===== src/hw/rtl/bat_pkg.sv =====
// Shared types, codes and microcode for the bump allocator block table.
// Used by bat_useq, bat_dpath and bump_allocator_block_table_core; depends on nothing.
`timescale 1ns / 1ps
`default_nettype none

package bat_pkg;

  localparam int FIELD_W = 17;
  localparam int UPC_W   = 4;

  localparam logic [1:0] ST_OK        = 2'd0;
  localparam logic [1:0] ST_OVERFLOW  = 2'd1;
  localparam logic [1:0] ST_NOT_FOUND = 2'd2;

  typedef enum logic [3:0] {
    OP_NOP       = 4'd0,
    OP_ACCEPT    = 4'd1,
    OP_ALLOC     = 4'd2,
    OP_RD_FIRST  = 4'd3,
    OP_SCAN      = 4'd4,
    OP_RD_NEXT   = 4'd5,
    OP_SHIFT     = 4'd6,
    OP_FREE_OK   = 4'd7,
    OP_FREE_MISS = 4'd8,
    OP_EMIT      = 4'd9
  } op_t;

  typedef enum logic [3:0] {
    C_NEVER    = 4'd0,
    C_ALWAYS   = 4'd1,
    C_IN_BEAT  = 4'd2,
    C_IS_FREE  = 4'd3,
    C_CNT_ZERO = 4'd4,
    C_SCAN_END = 4'd5,
    C_NO_HIT   = 4'd6,
    C_LAST1    = 4'd7,
    C_LAST2    = 4'd8,
    C_OUT_FREE = 4'd9
  } cond_t;

  typedef struct packed {
    op_t              op;
    cond_t            cond;
    logic             seq;
    logic [UPC_W-1:0] target;
  } ctl_word_t;

  typedef struct packed {
    logic in_beat;
    logic is_free;
    logic cnt_zero;
    logic scan_end;
    logic no_hit;
    logic last1;
    logic last2;
    logic out_free;
  } flags_t;

  localparam logic [UPC_W-1:0] S_WAIT      = 4'd0;
  localparam logic [UPC_W-1:0] S_DISPATCH  = 4'd1;
  localparam logic [UPC_W-1:0] S_ALLOC     = 4'd2;
  localparam logic [UPC_W-1:0] S_F_START   = 4'd3;
  localparam logic [UPC_W-1:0] S_F_SCAN    = 4'd4;
  localparam logic [UPC_W-1:0] S_F_CHECK   = 4'd5;
  localparam logic [UPC_W-1:0] S_SH_START  = 4'd6;
  localparam logic [UPC_W-1:0] S_SH_LOOP   = 4'd7;
  localparam logic [UPC_W-1:0] S_F_DONE    = 4'd8;
  localparam logic [UPC_W-1:0] S_F_MISS    = 4'd9;
  localparam logic [UPC_W-1:0] S_EMIT      = 4'd10;

  // Jump to target when cond holds, else advance (seq) or hold.
  function automatic ctl_word_t ucode(input logic [UPC_W-1:0] addr);
    ctl_word_t w;
    w = '{op: OP_NOP, cond: C_ALWAYS, seq: 1'b0, target: S_WAIT};
    unique case (addr)
      S_WAIT:     w = '{op: OP_ACCEPT,    cond: C_IN_BEAT,  seq: 1'b0, target: S_DISPATCH};
      S_DISPATCH: w = '{op: OP_NOP,       cond: C_IS_FREE,  seq: 1'b1, target: S_F_START};
      S_ALLOC:    w = '{op: OP_ALLOC,     cond: C_ALWAYS,   seq: 1'b0, target: S_EMIT};
      S_F_START:  w = '{op: OP_RD_FIRST,  cond: C_CNT_ZERO, seq: 1'b1, target: S_F_MISS};
      S_F_SCAN:   w = '{op: OP_SCAN,      cond: C_SCAN_END, seq: 1'b0, target: S_F_CHECK};
      S_F_CHECK:  w = '{op: OP_NOP,       cond: C_NO_HIT,   seq: 1'b1, target: S_F_MISS};
      S_SH_START: w = '{op: OP_RD_NEXT,   cond: C_LAST1,    seq: 1'b1, target: S_F_DONE};
      S_SH_LOOP:  w = '{op: OP_SHIFT,     cond: C_LAST2,    seq: 1'b0, target: S_F_DONE};
      S_F_DONE:   w = '{op: OP_FREE_OK,   cond: C_ALWAYS,   seq: 1'b0, target: S_EMIT};
      S_F_MISS:   w = '{op: OP_FREE_MISS, cond: C_NEVER,    seq: 1'b1, target: S_EMIT};
      S_EMIT:     w = '{op: OP_EMIT,      cond: C_OUT_FREE, seq: 1'b0, target: S_WAIT};
      default: ;
    endcase
    return w;
  endfunction

endpackage

`default_nettype wire


===== src/hw/rtl/bat_ram.sv =====
// Generic single-write, single-read RAM with registered read data.
// Depends on nothing.
`timescale 1ns / 1ps
`default_nettype none

module bat_ram #(
  parameter int WIDTH = 34,
  parameter int DEPTH = 64
) (
  input  wire logic                     clk,
  input  wire logic                     we,
  input  wire logic [$clog2(DEPTH)-1:0] waddr,
  input  wire logic [WIDTH-1:0]         wdata,
  input  wire logic [$clog2(DEPTH)-1:0] raddr,
  output      logic [WIDTH-1:0]         rdata
);

  logic [WIDTH-1:0] mem [DEPTH];

  always_ff @(posedge clk) begin
    if (we) begin
      mem[waddr] <= wdata;
    end
    rdata <= mem[raddr];
  end

endmodule

`default_nettype wire


===== src/hw/rtl/bat_useq.sv =====
// Microcode sequencer: step counter, control ROM and conditional jumps.
// Depends on bat_pkg.
`timescale 1ns / 1ps
`default_nettype none

module bat_useq (
  input  wire logic               clk,
  input  wire logic               rst_n,
  input  wire bat_pkg::flags_t    flags,
  output      bat_pkg::ctl_word_t ctl
);

  logic [bat_pkg::UPC_W-1:0] upc_r;
  logic [bat_pkg::UPC_W-1:0] upc_nxt;
  logic                      jump;

  assign ctl = bat_pkg::ucode(upc_r);

  always_comb begin
    unique case (ctl.cond)
      bat_pkg::C_NEVER:    jump = 1'b0;
      bat_pkg::C_ALWAYS:   jump = 1'b1;
      bat_pkg::C_IN_BEAT:  jump = flags.in_beat;
      bat_pkg::C_IS_FREE:  jump = flags.is_free;
      bat_pkg::C_CNT_ZERO: jump = flags.cnt_zero;
      bat_pkg::C_SCAN_END: jump = flags.scan_end;
      bat_pkg::C_NO_HIT:   jump = flags.no_hit;
      bat_pkg::C_LAST1:    jump = flags.last1;
      bat_pkg::C_LAST2:    jump = flags.last2;
      bat_pkg::C_OUT_FREE: jump = flags.out_free;
      default:             jump = 1'b0;
    endcase
    if (jump) begin
      upc_nxt = ctl.target;
    end else if (ctl.seq) begin
      upc_nxt = upc_r + 1'b1;
    end else begin
      upc_nxt = upc_r;
    end
  end

  always_ff @(posedge clk) begin
    if (!rst_n) begin
      upc_r <= bat_pkg::S_WAIT;
    end else begin
      upc_r <= upc_nxt;
    end
  end

endmodule

`default_nettype wire


===== src/hw/rtl/bat_dpath.sv =====
// Datapath: bump mark, live bytes, table count, block table RAM and result register.
// Depends on bat_pkg and bat_ram; driven by control words from bat_useq.
`timescale 1ns / 1ps
`default_nettype none

module bat_dpath #(
  parameter longint unsigned HEAP_BYTES    = 65536,
  parameter int              BLOCK_ENTRIES = 64
) (
  input  wire logic                          clk,
  input  wire logic                          rst_n,
  input  wire bat_pkg::ctl_word_t            ctl,
  output      bat_pkg::flags_t               flags,
  input  wire logic                          in_valid,
  output      logic                          in_stall,
  input  wire logic                          in_action,
  input  wire logic [bat_pkg::FIELD_W-1:0]   in_request_size,
  input  wire logic [bat_pkg::FIELD_W-1:0]   in_free_offset,
  output      logic                          out_valid,
  input  wire logic                          out_stall,
  output      logic [1:0]                    out_status,
  output      logic [bat_pkg::FIELD_W-1:0]   out_block_offset,
  output      logic                          out_compress_wanted
);

  localparam int FW = bat_pkg::FIELD_W;
  localparam int UW = $clog2(HEAP_BYTES + 1);
  localparam int MW = (UW > FW) ? UW : FW;
  localparam int SW = MW + 1;
  localparam int AW = $clog2(BLOCK_ENTRIES);
  localparam int CW = $clog2(BLOCK_ENTRIES + 1);
  localparam int DW = UW + FW;

  logic [UW-1:0] used_r, used_nxt;
  logic [UW-1:0] live_r, live_nxt;
  logic [CW-1:0] count_r, count_nxt;
  logic [AW-1:0] ptr_r, ptr_nxt;
  logic          hit_r, hit_nxt;
  logic          act_r, act_nxt;
  logic [FW-1:0] req_r, req_nxt;
  logic [FW-1:0] off_r, off_nxt;
  logic [1:0]    res_status_r, res_status_nxt;
  logic [FW-1:0] res_offset_r, res_offset_nxt;
  logic          out_valid_r, out_valid_nxt;
  logic [1:0]    out_status_r, out_status_nxt;
  logic [FW-1:0] out_offset_r, out_offset_nxt;
  logic          out_cw_r, out_cw_nxt;

  logic          ram_we;
  logic [AW-1:0] ram_waddr;
  logic [DW-1:0] ram_wdata;
  logic [AW-1:0] ram_raddr;
  logic [DW-1:0] ram_rdata;
  logic [UW-1:0] rd_off;
  logic [FW-1:0] rd_size;

  logic          in_beat;
  logic          out_free;
  logic          hit_now;
  logic          alloc_ok;
  logic [CW:0]   ptr_ext;
  logic [CW:0]   cnt_ext;

  bat_ram #(
    .WIDTH (DW),
    .DEPTH (BLOCK_ENTRIES)
  ) u_table (
    .clk   (clk),
    .we    (ram_we),
    .waddr (ram_waddr),
    .wdata (ram_wdata),
    .raddr (ram_raddr),
    .rdata (ram_rdata)
  );

  assign rd_off   = ram_rdata[FW +: UW];
  assign rd_size  = ram_rdata[FW-1:0];
  assign in_stall = !rst_n || (ctl.op != bat_pkg::OP_ACCEPT);
  assign in_beat  = in_valid && !in_stall;
  assign out_free = !out_valid_r || !out_stall;
  assign hit_now  = (MW'(rd_off) == MW'(off_r));
  assign alloc_ok = ((SW'(used_r) + SW'(req_r)) <= SW'(HEAP_BYTES)) &&
                    (count_r != CW'(BLOCK_ENTRIES));
  assign ptr_ext  = (CW+1)'(ptr_r);
  assign cnt_ext  = (CW+1)'(count_r);

  always_comb begin
    flags.in_beat  = in_beat;
    flags.is_free  = act_r;
    flags.cnt_zero = (count_r == '0);
    flags.last1    = (ptr_ext + (CW+1)'(1)) >= cnt_ext;
    flags.last2    = (ptr_ext + (CW+1)'(2)) >= cnt_ext;
    flags.scan_end = hit_now || flags.last1;
    flags.no_hit   = !hit_r;
    flags.out_free = out_free;
  end

  always_comb begin
    used_nxt       = used_r;
    live_nxt       = live_r;
    count_nxt      = count_r;
    ptr_nxt        = ptr_r;
    hit_nxt        = hit_r;
    act_nxt        = act_r;
    req_nxt        = req_r;
    off_nxt        = off_r;
    res_status_nxt = res_status_r;
    res_offset_nxt = res_offset_r;
    ram_we         = 1'b0;
    ram_waddr      = ptr_r;
    ram_wdata      = ram_rdata;
    ram_raddr      = ptr_r;
    unique case (ctl.op)
      bat_pkg::OP_ACCEPT: begin
        if (in_beat) begin
          act_nxt = in_action;
          req_nxt = in_request_size;
          off_nxt = in_free_offset;
          ptr_nxt = '0;
        end
      end
      bat_pkg::OP_ALLOC: begin
        if (alloc_ok) begin
          ram_we         = 1'b1;
          ram_waddr      = count_r[AW-1:0];
          ram_wdata      = {used_r, req_r};
          count_nxt      = count_r + 1'b1;
          used_nxt       = used_r + UW'(req_r);
          live_nxt       = live_r + UW'(req_r);
          res_status_nxt = bat_pkg::ST_OK;
          res_offset_nxt = FW'(used_r);
        end else begin
          res_status_nxt = bat_pkg::ST_OVERFLOW;
          res_offset_nxt = '0;
        end
      end
      bat_pkg::OP_RD_FIRST: begin
        ram_raddr = ptr_r;
      end
      bat_pkg::OP_SCAN: begin
        ram_raddr = AW'(ptr_r + 1'b1);
        hit_nxt   = hit_now;
        if (hit_now) begin
          live_nxt = live_r - UW'(rd_size);
        end else begin
          ptr_nxt = ptr_r + 1'b1;
        end
      end
      bat_pkg::OP_RD_NEXT: begin
        ram_raddr = AW'(ptr_r + 1'b1);
      end
      bat_pkg::OP_SHIFT: begin
        ram_we    = 1'b1;
        ram_waddr = ptr_r;
        ram_wdata = ram_rdata;
        ram_raddr = AW'(ptr_r + 2'd2);
        ptr_nxt   = ptr_r + 1'b1;
      end
      bat_pkg::OP_FREE_OK: begin
        count_nxt      = count_r - 1'b1;
        res_status_nxt = bat_pkg::ST_OK;
        res_offset_nxt = '0;
      end
      bat_pkg::OP_FREE_MISS: begin
        res_status_nxt = bat_pkg::ST_NOT_FOUND;
        res_offset_nxt = '0;
      end
      default: ;
    endcase
  end

  always_comb begin
    out_valid_nxt  = out_valid_r;
    out_status_nxt = out_status_r;
    out_offset_nxt = out_offset_r;
    out_cw_nxt     = out_cw_r;
    if ((ctl.op == bat_pkg::OP_EMIT) && out_free) begin
      out_valid_nxt  = 1'b1;
      out_status_nxt = res_status_r;
      out_offset_nxt = res_offset_r;
      out_cw_nxt     = {live_r, 1'b0} < {1'b0, used_r};
    end else if (!out_stall) begin
      out_valid_nxt = 1'b0;
    end
  end

  always_ff @(posedge clk) begin
    if (!rst_n) begin
      used_r      <= '0;
      live_r      <= '0;
      count_r     <= '0;
      ptr_r       <= '0;
      hit_r       <= 1'b0;
      out_valid_r <= 1'b0;
    end else begin
      used_r      <= used_nxt;
      live_r      <= live_nxt;
      count_r     <= count_nxt;
      ptr_r       <= ptr_nxt;
      hit_r       <= hit_nxt;
      out_valid_r <= out_valid_nxt;
    end
  end

  always_ff @(posedge clk) begin
    act_r        <= act_nxt;
    req_r        <= req_nxt;
    off_r        <= off_nxt;
    res_status_r <= res_status_nxt;
    res_offset_r <= res_offset_nxt;
    out_status_r <= out_status_nxt;
    out_offset_r <= out_offset_nxt;
    out_cw_r     <= out_cw_nxt;
  end

  assign out_valid           = out_valid_r;
  assign out_status          = out_status_r;
  assign out_block_offset    = out_offset_r;
  assign out_compress_wanted = out_cw_r;

endmodule

`default_nettype wire


===== src/hw/rtl/bump_allocator_block_table_core.sv =====
// Bump allocator with a table of live blocks: top level.
// Depends on bat_pkg, bat_useq, bat_dpath (and bat_ram through bat_dpath).
//
// Usage:
//   Input beat (in_valid/in_stall): in_action 0 allocates in_request_size bytes at
//   the bump mark, 1 frees the table entry whose offset equals in_free_offset.
//   Result beat (out_valid/out_stall): out_status, out_block_offset and
//   out_compress_wanted (2*live < used after the update), one per input beat.
//   Items run one at a time through a microcoded sequencer over one table RAM.
//   Allocate: dispatch, allocate, then the emit step that loads the result.
//   Free of table entry k among n live entries: a scan up to entry k
//   (one entry a cycle), then the shift-down of later entries (one a cycle).
//   The next input beat is taken the cycle after the result is loaded, so a
//   finished result may still wait at the output while the next item runs.
//   Reset (synchronous) empties the table, clears the bump mark and drops any
//   pending result; in_stall stays high while rst_n is low.
//   A stalled result holds; the sequencer waits at its emit step while the
//   output register is still full.
`timescale 1ns / 1ps
`default_nettype none

module bump_allocator_block_table_core #(
  parameter longint unsigned HEAP_BYTES    = 65536,
  parameter int              BLOCK_ENTRIES = 64
) (
  input  wire logic                        clk,
  input  wire logic                        rst_n,
  input  wire logic                        in_valid,
  output      logic                        in_stall,
  input  wire logic                        in_action,
  input  wire logic [bat_pkg::FIELD_W-1:0] in_request_size,
  input  wire logic [bat_pkg::FIELD_W-1:0] in_free_offset,
  output      logic                        out_valid,
  input  wire logic                        out_stall,
  output      logic [1:0]                  out_status,
  output      logic [bat_pkg::FIELD_W-1:0] out_block_offset,
  output      logic                        out_compress_wanted
);

  bat_pkg::ctl_word_t ctl;
  bat_pkg::flags_t    flags;

  bat_useq u_useq (
    .clk   (clk),
    .rst_n (rst_n),
    .flags (flags),
    .ctl   (ctl)
  );

  bat_dpath #(
    .HEAP_BYTES    (HEAP_BYTES),
    .BLOCK_ENTRIES (BLOCK_ENTRIES)
  ) u_dpath (
    .clk                 (clk),
    .rst_n               (rst_n),
    .ctl                 (ctl),
    .flags               (flags),
    .in_valid            (in_valid),
    .in_stall            (in_stall),
    .in_action           (in_action),
    .in_request_size     (in_request_size),
    .in_free_offset      (in_free_offset),
    .out_valid           (out_valid),
    .out_stall           (out_stall),
    .out_status          (out_status),
    .out_block_offset    (out_block_offset),
    .out_compress_wanted (out_compress_wanted)
  );

  a_busy_after_beat: assert property (@(posedge clk) disable iff (!rst_n)
    flags.in_beat |=> in_stall)
    else $error("input taken while an item is still in work");

  a_emit_loads: assert property (@(posedge clk) disable iff (!rst_n)
    (ctl.op == bat_pkg::OP_EMIT) && flags.out_free |=> out_valid)
    else $error("emit step did not load the result register");

  a_drain: assert property (@(posedge clk) disable iff (!rst_n)
    out_valid && !out_stall && (ctl.op != bat_pkg::OP_EMIT) |=> !out_valid)
    else $error("result beat repeated");

endmodule

`default_nettype wire


===== config.mk =====
export PLATFORM = sky130hd
export DESIGN_NAME = bump_allocator_block_table_core
export DESIGN_NICKNAME = d
export VERILOG_FILES = /design/src/hw/rtl/bat_pkg.sv /design/src/hw/rtl/bat_ram.sv /design/src/hw/rtl/bat_useq.sv /design/src/hw/rtl/bat_dpath.sv /design/src/hw/rtl/bump_allocator_block_table_core.sv
export SDC_FILE = /design/constraint.sdc
export NUM_CORES = 2
export LEC_CHECK = 0
export ABC_CLOCK_PERIOD_IN_PS = 13790
export BUFFER_PORTS_ARGS = -buffer_cell sky130_fd_sc_hd__buf_2
export CAP_MARGIN = 20
export CORE_UTILIZATION = 30
export CTS_BUF_LIST = sky130_fd_sc_hd__clkbuf_2 sky130_fd_sc_hd__clkbuf_4 sky130_fd_sc_hd__clkbuf_8
export DETAILED_ROUTE_END_ITERATION = 8
export PLACE_DENSITY_LB_ADDON = 0.08
export SYNTH_ARGS = -nofsm -noshare
export SYNTH_HDL_FRONTEND = slang
export SYNTH_SLANG_ARGS = --single-unit

===== constraint.sdc =====
create_clock -name clk -period 13.79 [get_ports clk]
set_input_delay 2.758 -clock clk [delete_from_list [all_inputs] [get_ports clk]]
set_output_delay 2.758 -clock clk [all_outputs]
set_load 0.01 [all_outputs]

==> metrics.cfg <==
[outcome]
run_status = finished clean

[logic_synthesis]
syn_area_per_cell_sq_um = 22.36
netlist-cell-type-count = 70
yosysTopAreaCellShare_pct = 73.17
synth-simple-area-share_pct = 1.556
synth_compound_area_share_pct = 2.407
ys_ff_latch = 2337
post_synth_fa_ha_maj_area_fraction_pct = 1.081
synth.yosys.warnings = 0
mappedNetlistArea_sq_um = 92330
async_reset_ff_share_pct = 0
synth.area.mux_share_pct = 18.00
netlist_instances = 4130
synth_ff_type = edfxtp_1
postSynthNetCount = 4247
synth.largest_area_cell = edfxtp_1
synth_edf_count = 2250
seq_area_frac_synth_pct = 75.06
synth_top_family_by_area = multiplexers
synth.top_cells.by_area = edfxtp_1 (73%), mux4_2 (17%), dfxtp_1 (1.9%)
post_synthesis_xor_xnor_area_fraction_pct = 0.7209

[setup_path]
launch_point_of_the_worst_path = rst_n
crit_type = input pin to output port
max_stage_delay_ps = 440
cp_cell_sequence = buf_2 -> nand4_1 -> buf_2
worst_r2r_path_cells = 10
cp-start-kind = input pin
crit_fanout = 2
endpoint_kind = output port
slack_of_the_worst_reg_to_reg_path_ps = 7280
r2r_start = u_useq.upc_r[2]
arrival_ps = 3770
crit_path_frequent_cell = buf_2
timing.critical_path.slowest_stage_cell = nand4_1
cp_data_required_time_ps = 11030
endpoint_of_the_worst_register_to_register_path = u_dpath.u_table.rdata[24]

[placed_design]
detailedPlacementHpwl_mm = 161.6
place_worst_setup_slack_ps = 7247
globalplace.congestion = 0.7785
postPlaceCellArea_sq_um = 98760
port_buffers = 60
placed_cells = 8251

[cts]
post-cts-setup-buffers = 0
cts-buffers-inserted = 419
h-tree-depth = 5
root_buffer = clkbuf_8
holdBufCountCts = 0
ctsResizeCount = 0
buffers_from_clock_root_to_sink_at_most = 4
clk_pin_slew_worst_paths_ps = 60
tritoncts_clock_tree = done
cts.sinks = 2337
clk-insertion-delay-late_ps = 1060

[hold_path]
worst_hold_path.endpoint = u_dpath.out_block_offset[4]
hold_start = u_dpath.res_offset_r[4]
hold_path.class = flop to flop
worstHoldPathCells = 0

[routing]
drt.antenna.violating_nets = 0
wl_mm = 300.4
detail_route.first_pass.iterations = 7
wl_met2_mm = 139.3
route.layer.met1.wl_mm = 139.8
detailroute.via_count = 46091
wl_met3_mm = 16.10
drc_errors = 0
wl_per_instance_um = 33.23
dr.first_iter.drc_count = 4194
post_drt_via_cell_ratio = 5.097
top_signal_layer_used = met5

[global_route]
grt_remaining_overflow = 0
first_global_vias = 48090
groute.usage.overall_pct = 19.26
antenna_found_initial = 25
grt_max_degree = 139
grt_first_pass_wirelength_mm = 410.0

[sta]
setup_tns_ps = 0
grt_setup_unrepaired = false
finalMaxSlewViolations = 0
setup_slack_ps = 7265
relSlewSlack_pct = 19.92
layout_min_cycle_time_ps = 6525
final.period_utilization_pct = 47.32
max_slew.worst_pin.slew_ps = 1201
fin_worst_skew_ps = 89.28
hold_viol = 0
timing.final.setup_violations = 0
fin_hold_ws_ps = 418.3
max_clock_freq_ghz = 0.1533

[pwr]
power.switching_mw = 3.882
power.combinational.fraction_pct = 7.7
p_leak_nw = 34.10
powerDensity_nw_per_um2 = 148.3
p_clk_share_pct = 40.7
sequential_cell_fraction_of_total_power_pct = 51.6
cell_internal_pwr_mw = 12.01
irDropWorstVdd_mv = 0.06617
netSwitchingFraction_pct = 24.42

[die]
cell_rows = 203
floorplan_die_area_sq_um = 310000
pin_count = 61
dieHeight_um = 556.8
placeable_core_region_sq_um = 306100
dieWidth_um = 556.8
initial_util_pct = 30.17

[finish]
layout_commonest_cell = edfxtp_1
final_layout_size_suffix_gt1_share_pct = 35.77
instances_no_fill = 9042
multiInputGateArea_sq_um = 22350
post-route-cell-area_sq_um = 107200
final_cell_mix = edfxtp_1 (2250), mux4_2 (714), clkbuf_8 (452), buf_4 (159), clkbuf_4 (142)
regArea_sq_um = 69310
fillCellCount = 28377
design.final.nets = 4696
areaGrowthSynthToFinish_pct = 16.12

[run]
cap_viol_max_count = 0

==> worst max-delay path by stage <==
| stage | endpoint | slack [ps] | cells past startpoint |
|---|---|---|---|
| final | in_stall | 7270 | 3 |
| after global routing | u_dpath.u_table.rdata[19] | 7090 | 10 |
| after CTS | in_stall | 7250 | 3 |
| after detailed placement | in_stall | 7250 | 3 |
| after global placement | in_stall | 7250 | 3 |
| after floorplan | u_useq.upc_r[3] | 7850 | 9 |
==> cells by family (layout without fill, tap and decap cells) <==
group	Yosys count	in the layout
buffers and inverters	261	1060
flip-flops	2337	2337
multiplexers	763	763
adder cells (fa/ha/maj)	78	78
XOR/XNOR	76	76
other	0	13
AND/OR/NAND/NOR	283	283
AO/OA/AOI/OAI	332	332
==> power by group through the flow <==
stage	Combinational (mW)	Clock [mW]	Sequential, mW
2_1_floorplan	0.756	0	8.28
3_3_place_gp	1.21	0	8.35
3_5_place_dp	1.22	0	8.35
4_1_cts	1.22	6.69	8.20
5_1_grt	1.33	6.98	8.20
6_report	1.23	6.47	8.20
==> area by class of cell <==
cell class                      count  area share, %
Clock buffer                      594          6.796
Multi-Input combinational cell   1532          20.84
Sequential cell                  2337          64.64
Inverter                           48         0.1680
Tap cell                         4100          4.784
Clock inverter                    177         0.9394
Antenna cell                       13        0.03034
Timing Repair Buffer              241          1.802
==> worst max-delay path, delay by kind of cell <==
kind | cells | cell delay (ps)
buffers and inverters | 2 | 550
and+or+nand+nor | 1 | 440
==> metal layers <==
metal,global-route usage [%],vias up
met4,3.952,4
met3,3.338,368
met1,28.04,25616
met5,0,-
li1,-,18700
met2,30.22,1403
==> stage by stage <==
stage               power, mW  utilization [%]
floorplan               9.039                -
global placement        9.556            32.23
detailed placement      9.566            32.27
CTS                     16.11            34.98
global route            16.51            35.03
finish                  15.90            35.03
==> sequential cells by signal, summed over array words and instances, names as in the netlist <==
name	flops
u_dpath.out_block_offset	17
u_dpath.count_r	7
u_dpath.u_table.rdata	34
u_dpath.ptr_r	6
u_dpath.used_r	17
u_dpath.out_compress_wanted	1
u_dpath.out_status	2
u_dpath.off_r	17
u_dpath.res_status_r	2
u_dpath.out_valid	1
u_useq.upc_r	4
u_dpath.u_table.mem	2176
u_dpath.req_r	17
u_dpath.live_r	17
u_dpath.act_r	1
u_dpath.res_offset_r	17
u_dpath.hit_r	1
==> cell usage after synthesis (all sizes together) (4+ instances only) <==
cell type / instances
nor2: 54
and3: 6
a2111oi: 4
clkbuf: 104
mux2i: 11
o21ai: 70
and2: 4
mux4: 714
mux2: 38
nor3: 32
inv: 47
or3: 9
buf: 109
edfxtp: 2250
o311a: 4
nand2b: 11
a21o: 14
xor2: 32
or4: 7
a211oi: 11
nand3: 25
o211ai: 21
ha: 75
a31oi: 8
o2111ai: 7
a21oi: 74
xnor2: 44
o21a: 14
a211o: 7
or2: 4
nand4: 24
o31ai: 5
dfxtp: 87
a22oi: 64
nor4: 22
nor2b: 7
o31a: 4
nand2: 69
No activity file was read; power rests on OpenSTA's default activity.
